### src/rtl/slt_pkg.sv
package slt_pkg;

  localparam int unsigned ACTION_W = 2;
  localparam int unsigned ITEM_W   = 32;
  localparam int unsigned POS_W    = 8;
  localparam int unsigned STATUS_W = 2;
  localparam int unsigned ECOUNT_W = 5;

  typedef enum logic [ACTION_W-1:0] {
    ACT_INSERT = 2'd0,
    ACT_READ   = 2'd1,
    ACT_DELETE = 2'd2
  } slt_action_e;

  typedef enum logic [STATUS_W-1:0] {
    ST_OK     = 2'd0,
    ST_NO_POS = 2'd1,
    ST_EMPTY  = 2'd2,
    ST_FULL   = 2'd3
  } slt_status_e;

  // shared controls broadcast to every cell of the row
  typedef struct packed {
    logic             ins_en;
    logic             del_en;
    logic [POS_W-1:0] pos;
  } cell_ctl_t;

endpackage

### src/rtl/slt_cell.sv
module slt_cell #(
  parameter int unsigned VALUE_WIDTH = 32,
  parameter int unsigned INDEX       = 0
) (
  input  logic                          clk_i,
  input  slt_pkg::cell_ctl_t            ctl_i,
  input  logic                          valid_i,
  input  logic signed [VALUE_WIDTH-1:0] new_value_i,
  input  logic signed [VALUE_WIDTH-1:0] left_value_i,
  input  logic                          left_place_i,
  input  logic signed [VALUE_WIDTH-1:0] right_value_i,
  output logic signed [VALUE_WIDTH-1:0] value_o,
  output logic                          place_o,
  output logic signed [VALUE_WIDTH-1:0] read_o
);
  import slt_pkg::*;

  // one-based position of this cell
  localparam logic [POS_W:0] MY_POS = (POS_W+1)'(INDEX + 1);

  logic signed [VALUE_WIDTH-1:0] value_q, value_d;
  logic                          hit;
  logic                          at_or_after;

  // an empty cell or one holding a value not below the new one lies at or past the slot
  assign place_o     = !valid_i || (value_q >= new_value_i);
  assign hit         = ({1'b0, ctl_i.pos} == MY_POS);
  assign at_or_after = ({1'b0, ctl_i.pos} <= MY_POS);
  assign value_o     = value_q;
  assign read_o      = hit ? value_q : '0;

  always_comb begin
    value_d = value_q;
    if (ctl_i.ins_en) begin
      if (left_place_i) begin
        value_d = left_value_i;
      end else if (place_o) begin
        value_d = new_value_i;
      end
    end else if (ctl_i.del_en && at_or_after) begin
      value_d = right_value_i;
    end
  end

  always_ff @(posedge clk_i) begin
    value_q <= value_d;
  end

endmodule

### src/rtl/sorted_list_table.sv
// sorted table of signed values, kept in ascending order in a row of cells
// command channel: a request is taken on a clock edge where start is high and
// busy is low; action_i selects insert (item_value_i), read or delete at the
// one-based position_i
// busy stays low: every cell compares and shifts in the same cycle, so a new
// request may be given on every clock, one item per cycle
// the result is registered and appears in the cycle after the request, on found_value_o, status_o and
// entry_count_o, marked by done_o for exactly one cycle; it is not held, and the
// receiver has no way to stall it
// status: ok, position not present, table empty (checked first), table full
// the insert slot comes from the first stored value not below the new value,
// found by each cell against its own contents; the later cells shift up
// delete shifts the cells after the position down by one
// reset empties the table at once (fill count to zero); the cell contents are
// not cleared, since only entries below the fill count are ever read
module sorted_list_table #(
  parameter int unsigned DEPTH       = 16,
  parameter int unsigned VALUE_WIDTH = 32
) (
  input  logic                                  clk_i,
  input  logic                                  rst_ni,
  input  logic                                  start,
  output logic                                  busy,
  input  logic [slt_pkg::ACTION_W-1:0]          action_i,
  input  logic signed [slt_pkg::ITEM_W-1:0]     item_value_i,
  input  logic [slt_pkg::POS_W-1:0]             position_i,
  output logic                                  done_o,
  output logic signed [slt_pkg::ITEM_W-1:0]     found_value_o,
  output logic [slt_pkg::STATUS_W-1:0]          status_o,
  output logic [slt_pkg::ECOUNT_W-1:0]          entry_count_o
);
  import slt_pkg::*;

  localparam int unsigned CW    = $clog2(DEPTH + 1);
  localparam int unsigned CMP_W = (CW > POS_W) ? CW : POS_W;

  logic [CW-1:0]                 count_q, count_d;
  logic                          done_q;
  logic signed [ITEM_W-1:0]      found_q, found_d;
  slt_status_e                   status_q, status_d;

  logic                          req;
  logic                          empty, full, pos_ok;
  logic signed [VALUE_WIDTH-1:0] new_value;
  logic signed [VALUE_WIDTH-1:0] read_value;
  cell_ctl_t                     ctl;

  logic        [DEPTH-1:0]                  valid;
  logic        [DEPTH-1:0]                  place;
  logic signed [DEPTH-1:0][VALUE_WIDTH-1:0] value;
  logic signed [DEPTH-1:0][VALUE_WIDTH-1:0] rd;

  assign busy      = 1'b0;
  assign req       = start && !busy;
  assign new_value = VALUE_WIDTH'(item_value_i);
  assign empty     = (count_q == '0);
  assign full      = (count_q == CW'(DEPTH));
  assign pos_ok    = (position_i != '0) && (CMP_W'(position_i) <= CMP_W'(count_q));

  // read port: every cell drives zero unless it sits at the requested position
  always_comb begin
    read_value = '0;
    for (int i = 0; i < DEPTH; i++) begin
      read_value = read_value | rd[i];
    end
  end

  always_comb begin
    ctl.ins_en = 1'b0;
    ctl.del_en = 1'b0;
    ctl.pos    = position_i;
    count_d    = count_q;
    found_d    = '0;
    status_d   = ST_OK;
    if (req) begin
      unique case (slt_action_e'(action_i))
        ACT_INSERT: begin
          if (full) begin
            status_d = ST_FULL;
          end else begin
            ctl.ins_en = 1'b1;
            count_d    = count_q + CW'(1);
          end
        end
        ACT_READ, ACT_DELETE: begin
          if (empty) begin
            status_d = ST_EMPTY;
          end else if (!pos_ok) begin
            status_d = ST_NO_POS;
          end else begin
            found_d = ITEM_W'(read_value);
            if (slt_action_e'(action_i) == ACT_DELETE) begin
              ctl.del_en = 1'b1;
              count_d    = count_q - CW'(1);
            end
          end
        end
        default: begin
          status_d = ST_OK;
        end
      endcase
    end
  end

  for (genvar g = 0; g < DEPTH; g++) begin : g_cell
    logic signed [VALUE_WIDTH-1:0] left_value;
    logic                          left_place;
    logic signed [VALUE_WIDTH-1:0] right_value;

    assign valid[g] = (count_q > CW'(g));

    if (g == 0) begin : g_first
      assign left_value = new_value;
      assign left_place = 1'b0;
    end else begin : g_mid
      assign left_value = value[g-1];
      assign left_place = place[g-1];
    end

    if (g == DEPTH - 1) begin : g_last
      assign right_value = value[g];
    end else begin : g_inner
      assign right_value = value[g+1];
    end

    slt_cell #(
      .VALUE_WIDTH(VALUE_WIDTH),
      .INDEX      (g)
    ) u_cell (
      .clk_i       (clk_i),
      .ctl_i       (ctl),
      .valid_i     (valid[g]),
      .new_value_i (new_value),
      .left_value_i(left_value),
      .left_place_i(left_place),
      .right_value_i(right_value),
      .value_o     (value[g]),
      .place_o     (place[g]),
      .read_o      (rd[g])
    );
  end

  always_ff @(posedge clk_i or negedge rst_ni) begin
    if (!rst_ni) begin
      count_q  <= '0;
      done_q   <= 1'b0;
      status_q <= ST_OK;
    end else begin
      count_q  <= count_d;
      done_q   <= req;
      status_q <= status_d;
    end
  end

  always_ff @(posedge clk_i) begin
    found_q <= found_d;
  end

  assign done_o        = done_q;
  assign found_value_o = found_q;
  assign status_o      = status_q;
  assign entry_count_o = ECOUNT_W'(count_q);

endmodule

### config.mk
export PLATFORM = sky130hd
export DESIGN_NAME = sorted_list_table
export DESIGN_NICKNAME = d
export VERILOG_FILES = /design/src/rtl/slt_pkg.sv /design/src/rtl/slt_cell.sv /design/src/rtl/sorted_list_table.sv
export SDC_FILE = /design/constraint.sdc
export NUM_CORES = 2
export LEC_CHECK = 0
export ABC_AREA = 1
export ABC_CLOCK_PERIOD_IN_PS = 5630
export BUFFER_PORTS_ARGS = -buffer_cell sky130_fd_sc_hd__buf_4
export CORE_UTILIZATION = 45
export CTS_BUF_LIST = sky130_fd_sc_hd__clkbuf_8
export DETAILED_ROUTE_END_ITERATION = 6
export GPL_ROUTABILITY_DRIVEN = 0
export GPL_TIMING_DRIVEN = 1
export PLACE_DENSITY = 0.66
export REMOVE_ABC_BUFFERS = 1
export SYNTH_ARGS = -nofsm -noshare
export SYNTH_HDL_FRONTEND = slang
export SYNTH_HIERARCHICAL = 1
export SYNTH_SLANG_ARGS = --single-unit
### constraint.sdc
create_clock -name clk_i -period 5.63 [get_ports clk_i]
set_clock_uncertainty 0.05 [all_clocks]
set_input_delay 0.2815 -clock clk_i [delete_from_list [all_inputs] [get_ports clk_i]]
set_output_delay 0.2815 -clock clk_i [all_outputs]
set_load 0.01 [all_outputs]
**After elaboration in Yosys (flattened, before gate mapping)**

Index checks and enable logic that the tools add are counted.

- Add/sub/neg operators: 2
- Magnitude comparators: 48
- Equality and inequality tests: 38
- Muxes and demuxes: 94
- Bitwise gates (word level): 18
- Reduce and logical (&&, ||, !) cells: 87

Operators by type and width:

| operator | count |
|---|---|
| $mux 32 | 77 |
| $ge 32x32->1 | 16 |
| $or 32x32->32 | 15 |
| $eq 8x4->1 const B | 8 |
| $le 8x4->1 const B | 8 |
| $ne 3x1->1 const B | 14 |
| $gt 5x4->1 const B | 8 |
| $reduce_bool 2->1 | 17 |
| $eq 8x3->1 const B | 4 |
| $le 8x3->1 const B | 4 |
| $reduce_and 2->1 | 16 |
| $gt 5x3->1 const B | 4 |
| $mux 5 | 4 |
| $eq 8x2->1 const B | 2 |
| $le 8x2->1 const B | 2 |
| $logic_and 1x1->1 | 16 |
| $logic_not 1->1 | 16 |
| $logic_or 1x1->1 | 16 |
| $gt 5x1->1 const B | 2 |
| $gt 5x2->1 const B | 2 |
| $pmux 5 s2 | 1 |
| $eq 8x1->1 const B | 1 |
| $eq 8x5->1 const B | 1 |
| $le 8x1->1 const B | 1 |
| other kinds (18) | 32 |

- Flip-flop bits (word level): 552
- Input bits: 45
- Output and inout port bits: 41

**Depth between registers and ports, before layout**

- Depth after elaboration: 17
- Depth in mapped cells: 19
- Depth with buffers taken out: 19

**Cells and area by module**

The synthesis kept the hierarchy.

Modules (own cells, without submodules):

| module | times used | cells an instance | area each (sq um) |
|---|---|---|---|
| sorted_list_table | 1 | 439 | 3072.9 |
| slt_cell at g_cell[15].u_cell | 1 | 398 | 2831.5 |
| slt_cell at g_cell[5].u_cell | 1 | 397 | 2813.9 |
| slt_cell at g_cell[4].u_cell | 1 | 400 | 2810.2 |
| slt_cell at g_cell[11].u_cell | 1 | 395 | 2793.9 |
| slt_cell at g_cell[0].u_cell | 1 | 396 | 2792.7 |
| slt_cell at g_cell[12].u_cell | 1 | 395 | 2791.4 |
| slt_cell at g_cell[8].u_cell | 1 | 394 | 2791.4 |
| slt_cell at g_cell[9].u_cell | 1 | 396 | 2790.2 |
| slt_cell at g_cell[10].u_cell | 1 | 395 | 2788.9 |
| slt_cell at g_cell[7].u_cell | 1 | 395 | 2787.7 |
| slt_cell at g_cell[2].u_cell | 1 | 393 | 2786.4 |
| slt_cell at g_cell[13].u_cell | 1 | 397 | 2785.2 |
| slt_cell at g_cell[14].u_cell | 1 | 394 | 2783.9 |
| +3 rows | -- | -- | -- |

**Worst setup path before layout**

No wires, ideal clock.

- Kind: flip-flop to flip-flop
- Start: register count_q[0], in the netlist entry_count_o[0]
- End: register g_cell[11].u_cell.value_q[0], enable pin
- Setup time: 0.387 ns
- Arrival: 5.399 ns
- Data required time: 5.193 ns
- Slack: -0.205 ns
- Stages on the path, launching flop included: 10
- Path buffers: 0
- Clock period less this slack: 5.835 ns
- Path through: dfrtp_1 > inv_1 > ha_1 > nand3_1 > nor2_1 > nor2_1 > clkinv_1 > o21ai_0 > nand2_1 > inv_1

RTL lines:

| what | line | RTL |
|---|---|---|
| start, declared | sorted_list_table.sv:37 | `logic [CW-1:0] count_q, count_d;` |
| start signal, assigned | sorted_list_table.sv:149 | `count_q <= count_d;` |
| end signal, assigned | slt_cell.sv:46 | `value_q <= value_d;` |
| end, declared | slt_cell.sv:21 | `logic signed [VALUE_WIDTH-1:0] value_q, value_d;` |

**Worst setup path in the final report**

- Start: register count_q[4], in the netlist entry_count_o[4]
- End: register g_cell[15].u_cell.value_q[9], enable pin

- Word-level cells in the longest chain between the ends: 5
- Elaborated cells on any way between the ends: 12
- Classes of those cells: order compare (2); eq/ne (1); mux (3); reduce/logical (6)

RTL lines:

| what | line |
|---|---|
| $gt 5x4->1 or $eq 5x5->1 (tied branches) | sorted_list_table.sv:110, sorted_list_table.sv:57 |
| $logic_not 1->1 or $mux 1 (tied branches) | slt_cell.sv:26, sorted_list_table.sv:78 |
| $logic_or 1x1->1 or $mux 1 (tied branches) | slt_cell.sv:26, sorted_list_table.sv:76 |
| $reduce_bool 2->1 (no source line) or $mux 2 (tied branches) | -- |
| $reduce_and 2->1 (no source line) (*) | -- |
| end signal, assigned | slt_cell.sv:46 |
| end, declared | slt_cell.sv:21 |

Every way passes the cells marked *; elsewhere a longest branch is shown, timed or not.
A chain may end at the register's enable or synchronous reset.

==> results.sh <==
export IMPL_status="finished with violations"
export IMPL_violations="design-rule violations"
export IMPL_drt_wl_total_microns=157000
export IMPL_setup_tns_final_ns=0
export IMPL_grt_pass1_wl_microns=241000
export IMPL_initialDrtViolationCount=5250
export IMPL_start_util_pct=45.4
export IMPL_setup_viol=0
export IMPL_grt_overflow=0
export IMPL_grt_usage_pct=28.4
export IMPL_intPower_mw=7.91
export IMPL_seq_power_share_pct=39.4
export IMPL_start_kind="flip-flop"
export IMPL_p_sw_mw=5.11
export IMPL_dp_final_hpwl_microns=119000
export IMPL_r2r_cells=15
export IMPL_cp_slowest_stage_delay_ns=0.83
export IMPL_vias=45340
export IMPL_p_leak_nw=26.3
export IMPL_final_layout_size_suffix_gt1_share_pct=7.51
export IMPL_ant_nets=0
export IMPL_min_path_type="primary input to flip-flop"
export IMPL_cts_sinks=552
export IMPL_clock_latency_ns=0.76
export IMPL_wire_per_inst_microns=18.9
export IMPL_htree_levels=3
export IMPL_crit_cells=15
export IMPL_final_util_pct=49.3
export IMPL_die_w_microns=328
export IMPL_synthesis_area_sq_um=47800
export IMPL_hold_violations=0
export IMPL_synthCells=6770
export IMPL_post_cts_resized=0
export IMPL_num_rows=119
export IMPL_ir_drop_uv=184
export IMPL_path_class="flip-flop to flip-flop"
export IMPL_fmax_mhz=225
export IMPL_drc_errors=3
export IMPL_crit_path_top_delay_cell="nor2_2"
export IMPL_worst_slew_pin_slew_ns=1.20
export IMPL_multi_input_area_sq_um=25900
export IMPL_n_fill_cell=10329
export IMPL_setup_slack_ns=1.18
export IMPL_synth_area_per_cell_sq_um=7.05
export IMPL_slew_violations=0
export IMPL_cts_max_path_buffers=3
export IMPL_p_comb_share_pct=30.7
export IMPL_dr_pass1_iters=7
export IMPL_antenna_found_initial=6
export IMPL_die_area_sq_um=107000
export IMPL_clk_pin_slew_ns=0.06
export IMPL_avgViaCountPerCell=5.46
export IMPL_fp_dieH_microns=328
export IMPL_path_buf_inv=5
export IMPL_drv_cap=0
export IMPL_critPathMostFrequentCell="nand2_1"
export IMPL_relSlewSlack_pct=19.8
export IMPL_layout_nets=7391
export IMPL_fin_crit_sh_pct=79.0
export IMPL_synth_warning_count=6
export IMPL_grt_pass1_vias=42000
export IMPL_place_area_sq_um=49800
export IMPL_period_needed_ns=4.45
export IMPL_end_kind="flip-flop"
export IMPL_arrival_ns=4.77
export IMPL_rsz0062_at_grt="no"
export IMPL_cp_top_family="simple AND/OR/NAND/NOR gates"
export IMPL_whs_path_depth=5
export IMPL_critical_path_cell_chain="clkinv_1 -> ha_1 -> inv_1 -> nand2_1 -> nand3_1 -> nor2_1 -> nand3_1 -> or2_2 -> buf_4 -> nor2_2 -> o21ai_0 -> nand2_1 -> nand2_1 -> inv_1 -> buf_4"
export IMPL_switching_share_pct=39.3
export IMPL_power_mw=13.0
export IMPL_pwr_share_clk_pct=29.9
export IMPL_grt_max_degree=94
export IMPL_cts_root_buffer="clkbuf_8"
export IMPL_final_seq_area_sq_um=16200
export IMPL_crit_fanout=33
export IMPL_core_sq_um=105000
export IMPL_final_area_sq_um=51900
export IMPL_area_delta_synth_final_pct=8.62
export IMPL_port_buffers=84
export IMPL_cts_tree="built"
export IMPL_ios=86
export IMPL_required_ns=5.95
export IMPL_dp_slack_ns=1.29
export IMPL_numCtsBuffers=103
export IMPL_power_density_nw_per_um2=251
## cell type report
type	count	share of cell area, %
diodes	1	0.00482
clock buffers	114	3.03
clock inverters	77	0.772
inverters	1223	8.85
multi-input cells	4754	49.9
flip-flops and latches	552	31.3
well taps	1391	3.36
repair buffers	187	2.82
## sequential cells by signal, summed over array words and instances (netlist names)
name,count
g_cell.u_cell/value_o,512
found_value_o,32
entry_count_o,5
status_o,2
done_o,1
## cells in the final DEF, fill, tap and decap left out, types with 3 or more instances in the layout
cell              n
inv_1          1217
nor2_1         1215
nand2_1        1205
o21ai_0         978
ha_1            525
edfxtp_1        512
a21oi_1         214
buf_4           175
nor4_1          132
clkbuf_8        114
o21ai_1          93
nand3_1          87
nor2_2           60
nand4_1          47
clkinv_1         32
dfxtp_1          32
inv_2            21
nand2_2          21
clkinv_2         21
o21a_1           20
a21boi_0         17
nor2_4           16
a21o_1           16
nor4_4           14
nand2_4          12
o21a_2           12
a21oi_2          12
nand4_2          11
nor4_2            9
dlygate4sd3_1     9
conb_1            8
dfrtp_1           8
nor3_1            5
clkinvlp_4        4
or2_2             3
o211ai_1          3
xor2_1            3
or2_1             3
buf_12            3
## routing by layer
metal	GRT usage, %	routed length (microns)	up-vias
li1	-	-	22054
met1	39.5	67400	20881
met2	44.4	69400	2148
met3	4.60	14800	255
met4	10.2	5520	2
met5	0	11	-
## through the flow
step / hold slack [ns] / instances
global route: 0.0524 / 8298
detailed placement: 0.0600 / 8098
finish: 0.0430 / 8299
global placement: 0.0599 / 8098
CTS: 0.00264 / 8298
floorplan: -0.0641 / 6529
## worst min-delay path, stage by stage
cell     delay, ns
buf_4         0.09
inv_1         0.04
ha_1          0.20
nand2_1       0.11
a21oi_1       0.08
## path summary, 6_finish.rpt
kind | startpoint | end | slack, ns
worst min register to register | g_cell[15].u_cell/value_o[0] | g_cell[14].u_cell/value_o[0] | 0.55
min in group asynchronous | rst_ni | entry_count_o[0] | 0.49
worst max-delay path | entry_count_o[4] | g_cell[15].u_cell/value_o[9] | 1.18
worst max register to register | entry_count_o[4] | g_cell[15].u_cell/value_o[9] | 1.18
worst min-delay path | action_i[1] | status_o[0] | 0.04
max in group asynchronous | rst_ni | entry_count_o[3] | 4.74
## power by group through the flow
| stage | registers (mW) | logic (mW) | clock network [mW] |
|---|---|---|---|
| 2_1_floorplan | 5.08 | 2.64 | 0 |
| 3_3_place_gp | 5.20 | 3.80 | 0 |
| 3_5_place_dp | 5.20 | 3.90 | 0 |
| 4_1_cts | 5.12 | 3.93 | 3.93 |
| 5_1_grt | 5.15 | 4.47 | 4.09 |
| 6_report | 5.13 | 4.00 | 3.89 |
## what timing repair did
action	4_1_cts	5_1_grt
hold buffers	9	0
buffers inserted	0	0
setup endpoints to repair	0	0
endpoints found under the hold margin	32	0
Note: power is estimated with default switching activity, not from simulation.
